File: src/rtl/refcounted_type_presence_map_assert.svh
// assertion macros for the type presence map
`ifndef REFCOUNTED_TYPE_PRESENCE_MAP_ASSERT_SVH
`define REFCOUNTED_TYPE_PRESENCE_MAP_ASSERT_SVH

// clocked check, off while reset is low
`define RTPM_ASSERT(name, prop, msg) \
    name: assert property (@(posedge clk) disable iff (!rst_n) prop) else $error(msg);

// clocked check that also holds through reset
`define RTPM_ASSERT_ALWAYS(name, prop, msg) \
    name: assert property (@(posedge clk) prop) else $error(msg);

`endif

File: src/rtl/rtpm_pkg.sv
// types and codes shared by the type presence map
package rtpm_pkg;

    typedef enum logic [1:0] {
        OP_ADD    = 2'd0,
        OP_REMOVE = 2'd1,
        OP_TEST   = 2'd2,
        OP_READ   = 2'd3
    } op_t;

    typedef enum logic [1:0] {
        ST_OK   = 2'd0,
        ST_SAT  = 2'd1,
        ST_ZERO = 2'd2
    } status_t;

    typedef struct packed {
        status_t status;
        logic    pres;
        logic    flip;
        logic    hit;
        logic    wr_en;
    } upd_flags_t;

endpackage

File: src/rtl/rtpm_update.sv
// count update for one word: saturating add, guarded remove, test, read
module rtpm_update
    import rtpm_pkg::*;
#(
    parameter int COUNT_BITS = 8
)
(
    input  op_t                   op,
    input  logic                  empty,
    input  logic                  in_range,
    input  logic [COUNT_BITS-1:0] old_cnt,
    output logic [COUNT_BITS-1:0] new_cnt,
    output upd_flags_t            flags
);

    localparam logic [COUNT_BITS-1:0] CntMax = {COUNT_BITS{1'b1}};

    always_comb
    begin
        new_cnt      = '0;
        flags.status = ST_OK;
        flags.pres   = 1'b0;
        flags.flip   = 1'b0;
        flags.hit    = 1'b0;
        flags.wr_en  = 1'b0;
        if (empty)
        begin
            // an empty test set matches everything
            flags.hit = (op == OP_TEST);
        end
        else if (in_range)
        begin
            new_cnt = old_cnt;
            case (op)
                OP_ADD:
                begin
                    if (old_cnt == CntMax)
                    begin
                        flags.status = ST_SAT;
                    end
                    else
                    begin
                        new_cnt     = old_cnt + 1'b1;
                        flags.flip  = (old_cnt == '0);
                        flags.wr_en = 1'b1;
                    end
                end
                OP_REMOVE:
                begin
                    if (old_cnt == '0)
                    begin
                        flags.status = ST_ZERO;
                    end
                    else
                    begin
                        new_cnt     = old_cnt - 1'b1;
                        flags.flip  = (old_cnt == COUNT_BITS'(1));
                        flags.wr_en = 1'b1;
                    end
                end
                OP_TEST:
                begin
                    flags.hit = (old_cnt != '0);
                end
                default:
                begin
                    // read only
                end
            endcase
            // presence bit always tracks a nonzero count
            flags.pres = (new_cnt != '0);
        end
    end

endmodule
File: config.mk
export PLATFORM = sky130hd
export DESIGN_NAME = rtpm_update
export DESIGN_NICKNAME = d
export VERILOG_FILES = /design/src/rtl/refcounted_type_presence_map_assert.svh /design/src/rtl/rtpm_pkg.sv /design/src/rtl/rtpm_update.sv
export SDC_FILE = /design/constraint.sdc
export NUM_CORES = 1
export LEC_CHECK = 0
export ABC_AREA = 1
export ABC_CLOCK_PERIOD_IN_PS = 4900
export CAP_MARGIN = 40
export CORE_AREA = 5 5 42 44
export DETAILED_ROUTE_END_ITERATION = 7
export DIE_AREA = 0 0 47 49
export DONT_BUFFER_PORTS = 1
export PLACE_DENSITY = 0.75
export SLEW_MARGIN = 5
export SYNTH_ARGS = -nofsm -noshare
export SYNTH_HDL_FRONTEND = slang
export SYNTH_SLANG_ARGS = --single-unit
File: constraint.sdc
create_clock -name vclk -period 4.9
set_input_delay 1.47 -clock vclk [all_inputs]
set_output_delay 1.47 -clock vclk [all_outputs]
set_load 0.02 [all_outputs]
[Yosys cells after proc, flatten, opt, wreduce, memory -nomap -nowiden]
Cells that the tools add are included.
Storage, ports and cells
  register bits after elaboration: 0
  latch bits: 0
  bits in writable memories: 0
  memory bits (read-only): 0
  input bits: 12
  output and inout bits: 14
  word-level logic and storage cells: 31
  memories: 0
Operators by class
  add/sub/neg operators: 2
  multiply operators: 0
  divide/modulo/power cells: 0
  magnitude comparators: 0
  equal/unequal tests: 4
  shift-type cells: 0
  mux-type cells: 21
  bitwise gates (word level): 0
  reduce and logical (&&, ||, !) cells: 4
Operators with widths (count)
  $mux W8: 6
  $pmux W8 S2: 1
  $reduce_bool A8 Y1: 2
  $add A8 B1 Y8 const B: 1
  $eq A8 B1 Y1 const B: 1
  $eq A8 B8 Y1 const B: 1
  $logic_not A8 Y1: 1
  $mux W1: 8
  $sub A8 B1 Y8 const B: 1
  $mux W6: 1
  $mux W4: 1
  $pmux W1 S2: 2
  $pmux W2 S2: 1
  $eq A2 B1 Y1 const B: 1
  $eq A2 B2 Y1 const B: 1
  $logic_not A2 Y1: 1
  $mux W2: 1

[Depth between registers and ports, before layout]
  word-level depth: 8
  mapped depth: 13

[Worst setup path after synthesis]
No wires, ideal clock.
  kind: input to output
  from: in old_cnt[0]
  to: out flags[2] (netlist bit)
  data arrival time: 2679 ps
  required time: 3430 ps
  path slack: 751 ps
  cell stages on the path: 7
  path buffers: 0
  cell sequence: inv_1 > ha_1 > nand2_2 > nor2_4 > nor2_8 > nand3_1 > a211oi_1
RTL lines
  from (decl): line rtpm_update.sv:11  | input logic [COUNT_BITS-1:0] old_cnt,
  to (decl): line rtpm_update.sv:13  | output upd_flags_t flags

==> run metrics <==
num rows=14; WL per Instance=roughly 12 um; Clock power frac=0%; register area share after synthesis=0%; final setup vio count=0; io pins=26; relative slew slack=57.4%; die height=49 um; critical path cell sequence=inv_1, ha_1, nand2_2, nor2_4, nor2_8, inv_4, nand2_1, nand2_1, nand2_1, inv_2, nand3_1, nor2_1, nor2_1; share of layout cells above drive strength 1=around 16%; Final TNS setup=0 ps; CP Class=input pin to output port; Reg area=0 um^2; number of detailed-route iterations in the first pass=4; Fmax achieved=235 MHz; Syn Nets=171; post-route ant nets=0; Hold Crit Class=input pin to output port; total die area=about 2300 um^2; worst hold slack=between 3000 and 4000 ps; via-per-instance ratio=~5.3; CP max-delay cell=nor2_1; max cap viols=0; FF+latch count=0; vias in the first global route=761; synth unique cells=25; Antenna diodes=0; RePlAce Congestion=0.865; antenna violations before repair=0; drt initial violations=24; Post-Synthesis Cells=155; Setup Buffers After CTS=0; first-pass GRT wire length=3.31 mm; max incr delay on CP=just over 300 ps; final worst path period share=87.0%; total global-route track usage=17.9%; Psw=0.0374 mW; Hold Fails Final Rpt=0; most area-consuming cells after synthesis=nand2_1 (21%), inv_1 (11%), nand3_1 (11%); status=finished clean; port bufs=0; Peak VDD IR=38.5 uV; cell taking the most area after synthesis=nand2_1; via count=902; Leak=0.452 nW; synthesized area per cell=approximately 5.1 um^2; Final #Nets=172; Worst setup SP type=input pin; critical path arrival=2790 ps; CP max FO=9; Worst-Margin Slew=635 ps; Initial Utilization=roughly 57%; RSZ-0062 raised after global routing=no; CLK BUF=0; DR DRC count=0; die width=47 um; Int Power=around 0.018 mW; HPWL after DPL=around 1.7 mm; combinational power share=100.0%; hold endpoint=flags[1]; Pwr Density=roughly 69 nW/um^2; post-layout min period=4260 ps; grt ovf=0; Worst EP required=3430 ps; pin count of the biggest net entering global routing=11; Yosys top cell area share=21.2%; HP Start=op[0]; switching share of power=67.2%; sequential share of power=0%; Crit path buffers/inverters=3; core area=1400 um^2; hold buffer count at cts=0; critical path's top delay family=simple AND/OR/NAND/NOR gates; final core occ=57.8%; yosys warns=0; Mapped Area=796 um^2; Worst setup EP type=output port; placed insts=170; P&R area growth vs syn=1.73%; hold depth=1; Post-CTS Resized=0; drt total wl=between 1.5 and 2 mm; max-slew violations=0; Cell Count, Final, Fillers Out=170; critical path's most frequent cell=nand2_1
[metrics by stage]
stage	cell area, um^2	power, mW	worst slack (ps)
floorplan	796	0.0522	751
global placement	810	0.0552	663
detailed placement	810	0.0558	636
CTS	810	0.0559	632
global route	810	0.0628	493
finish	810	0.0557	637
[power groups by stage]
| stage | clock network, mW | registers, mW | logic (mW) |
|---|---|---|---|
| global route | 0 | 0 | 0.0628 |
| floorplan | 0 | 0 | 0.0522 |
| detailed placement | 0 | 0 | 0.0558 |
| CTS | 0 | 0 | 0.0559 |
| global placement | 0 | 0 | 0.0552 |
| finish | 0 | 0 | 0.0557 |
[layout make-up]
type / count / area [um^2]
multi-input combinational: 125 / 671
fill: 147 / 592
inverter: 27 / 104
tap: 16 / 20.0
timing repair buffer: 2 / 15.0
[how the worst max path moves through the flow]
stage,start,slack [ps],endpoint,depth (start not counted)
6_report,old_cnt[0],640,flags[3],13
5_1_grt,old_cnt[0],490,flags[3],12
4_1_cts,old_cnt[0],630,flags[3],13
3_5_place_dp,old_cnt[0],640,flags[3],13
3_3_place_gp,old_cnt[0],660,flags[3],13
2_1_floorplan,old_cnt[0],750,flags[2],7
[layout by cell type, fill, tap and decap left out, drive strengths merged]
cell type   n
nand2      51
nor2       29
inv        27
nand3      19
o21ai       8
a21oi       4
ha          4
xor2        3
nor3        3
buf         2
o21bai      1
nor4        1
nand4       1
a211oi      1
[logic make-up after synthesis]
logic type | share of synthesized area [%]
fa+ha+maj | 6.29
simple gates | 64.3
compound gates | 10.4
buf+inv | 15.7
xor+xnor | 3.30
[synth_stat cells, drive strengths merged]
master  number
o21bai       1
nand4        1
inv         27
o21ai        8
nand3       19
xor2         3
nor2        29
nor4         1
a211oi       1
ha           4
nand2       51
a21oi        4
nor3         3
buf          3
[per-layer routing]
layer | share of wire (%) | vias to the layer above | GRT usage [%]
li1 | - | 481 | -
met1 | 42 | 394 | 23.9
met2 | 52 | 27 | 31.7
met3 | 6.2 | 0 | 1.48
met4 | 0 | 0 | 0.461
met5 | 0 | - | 0
Power figures use the tool's default switching activity.
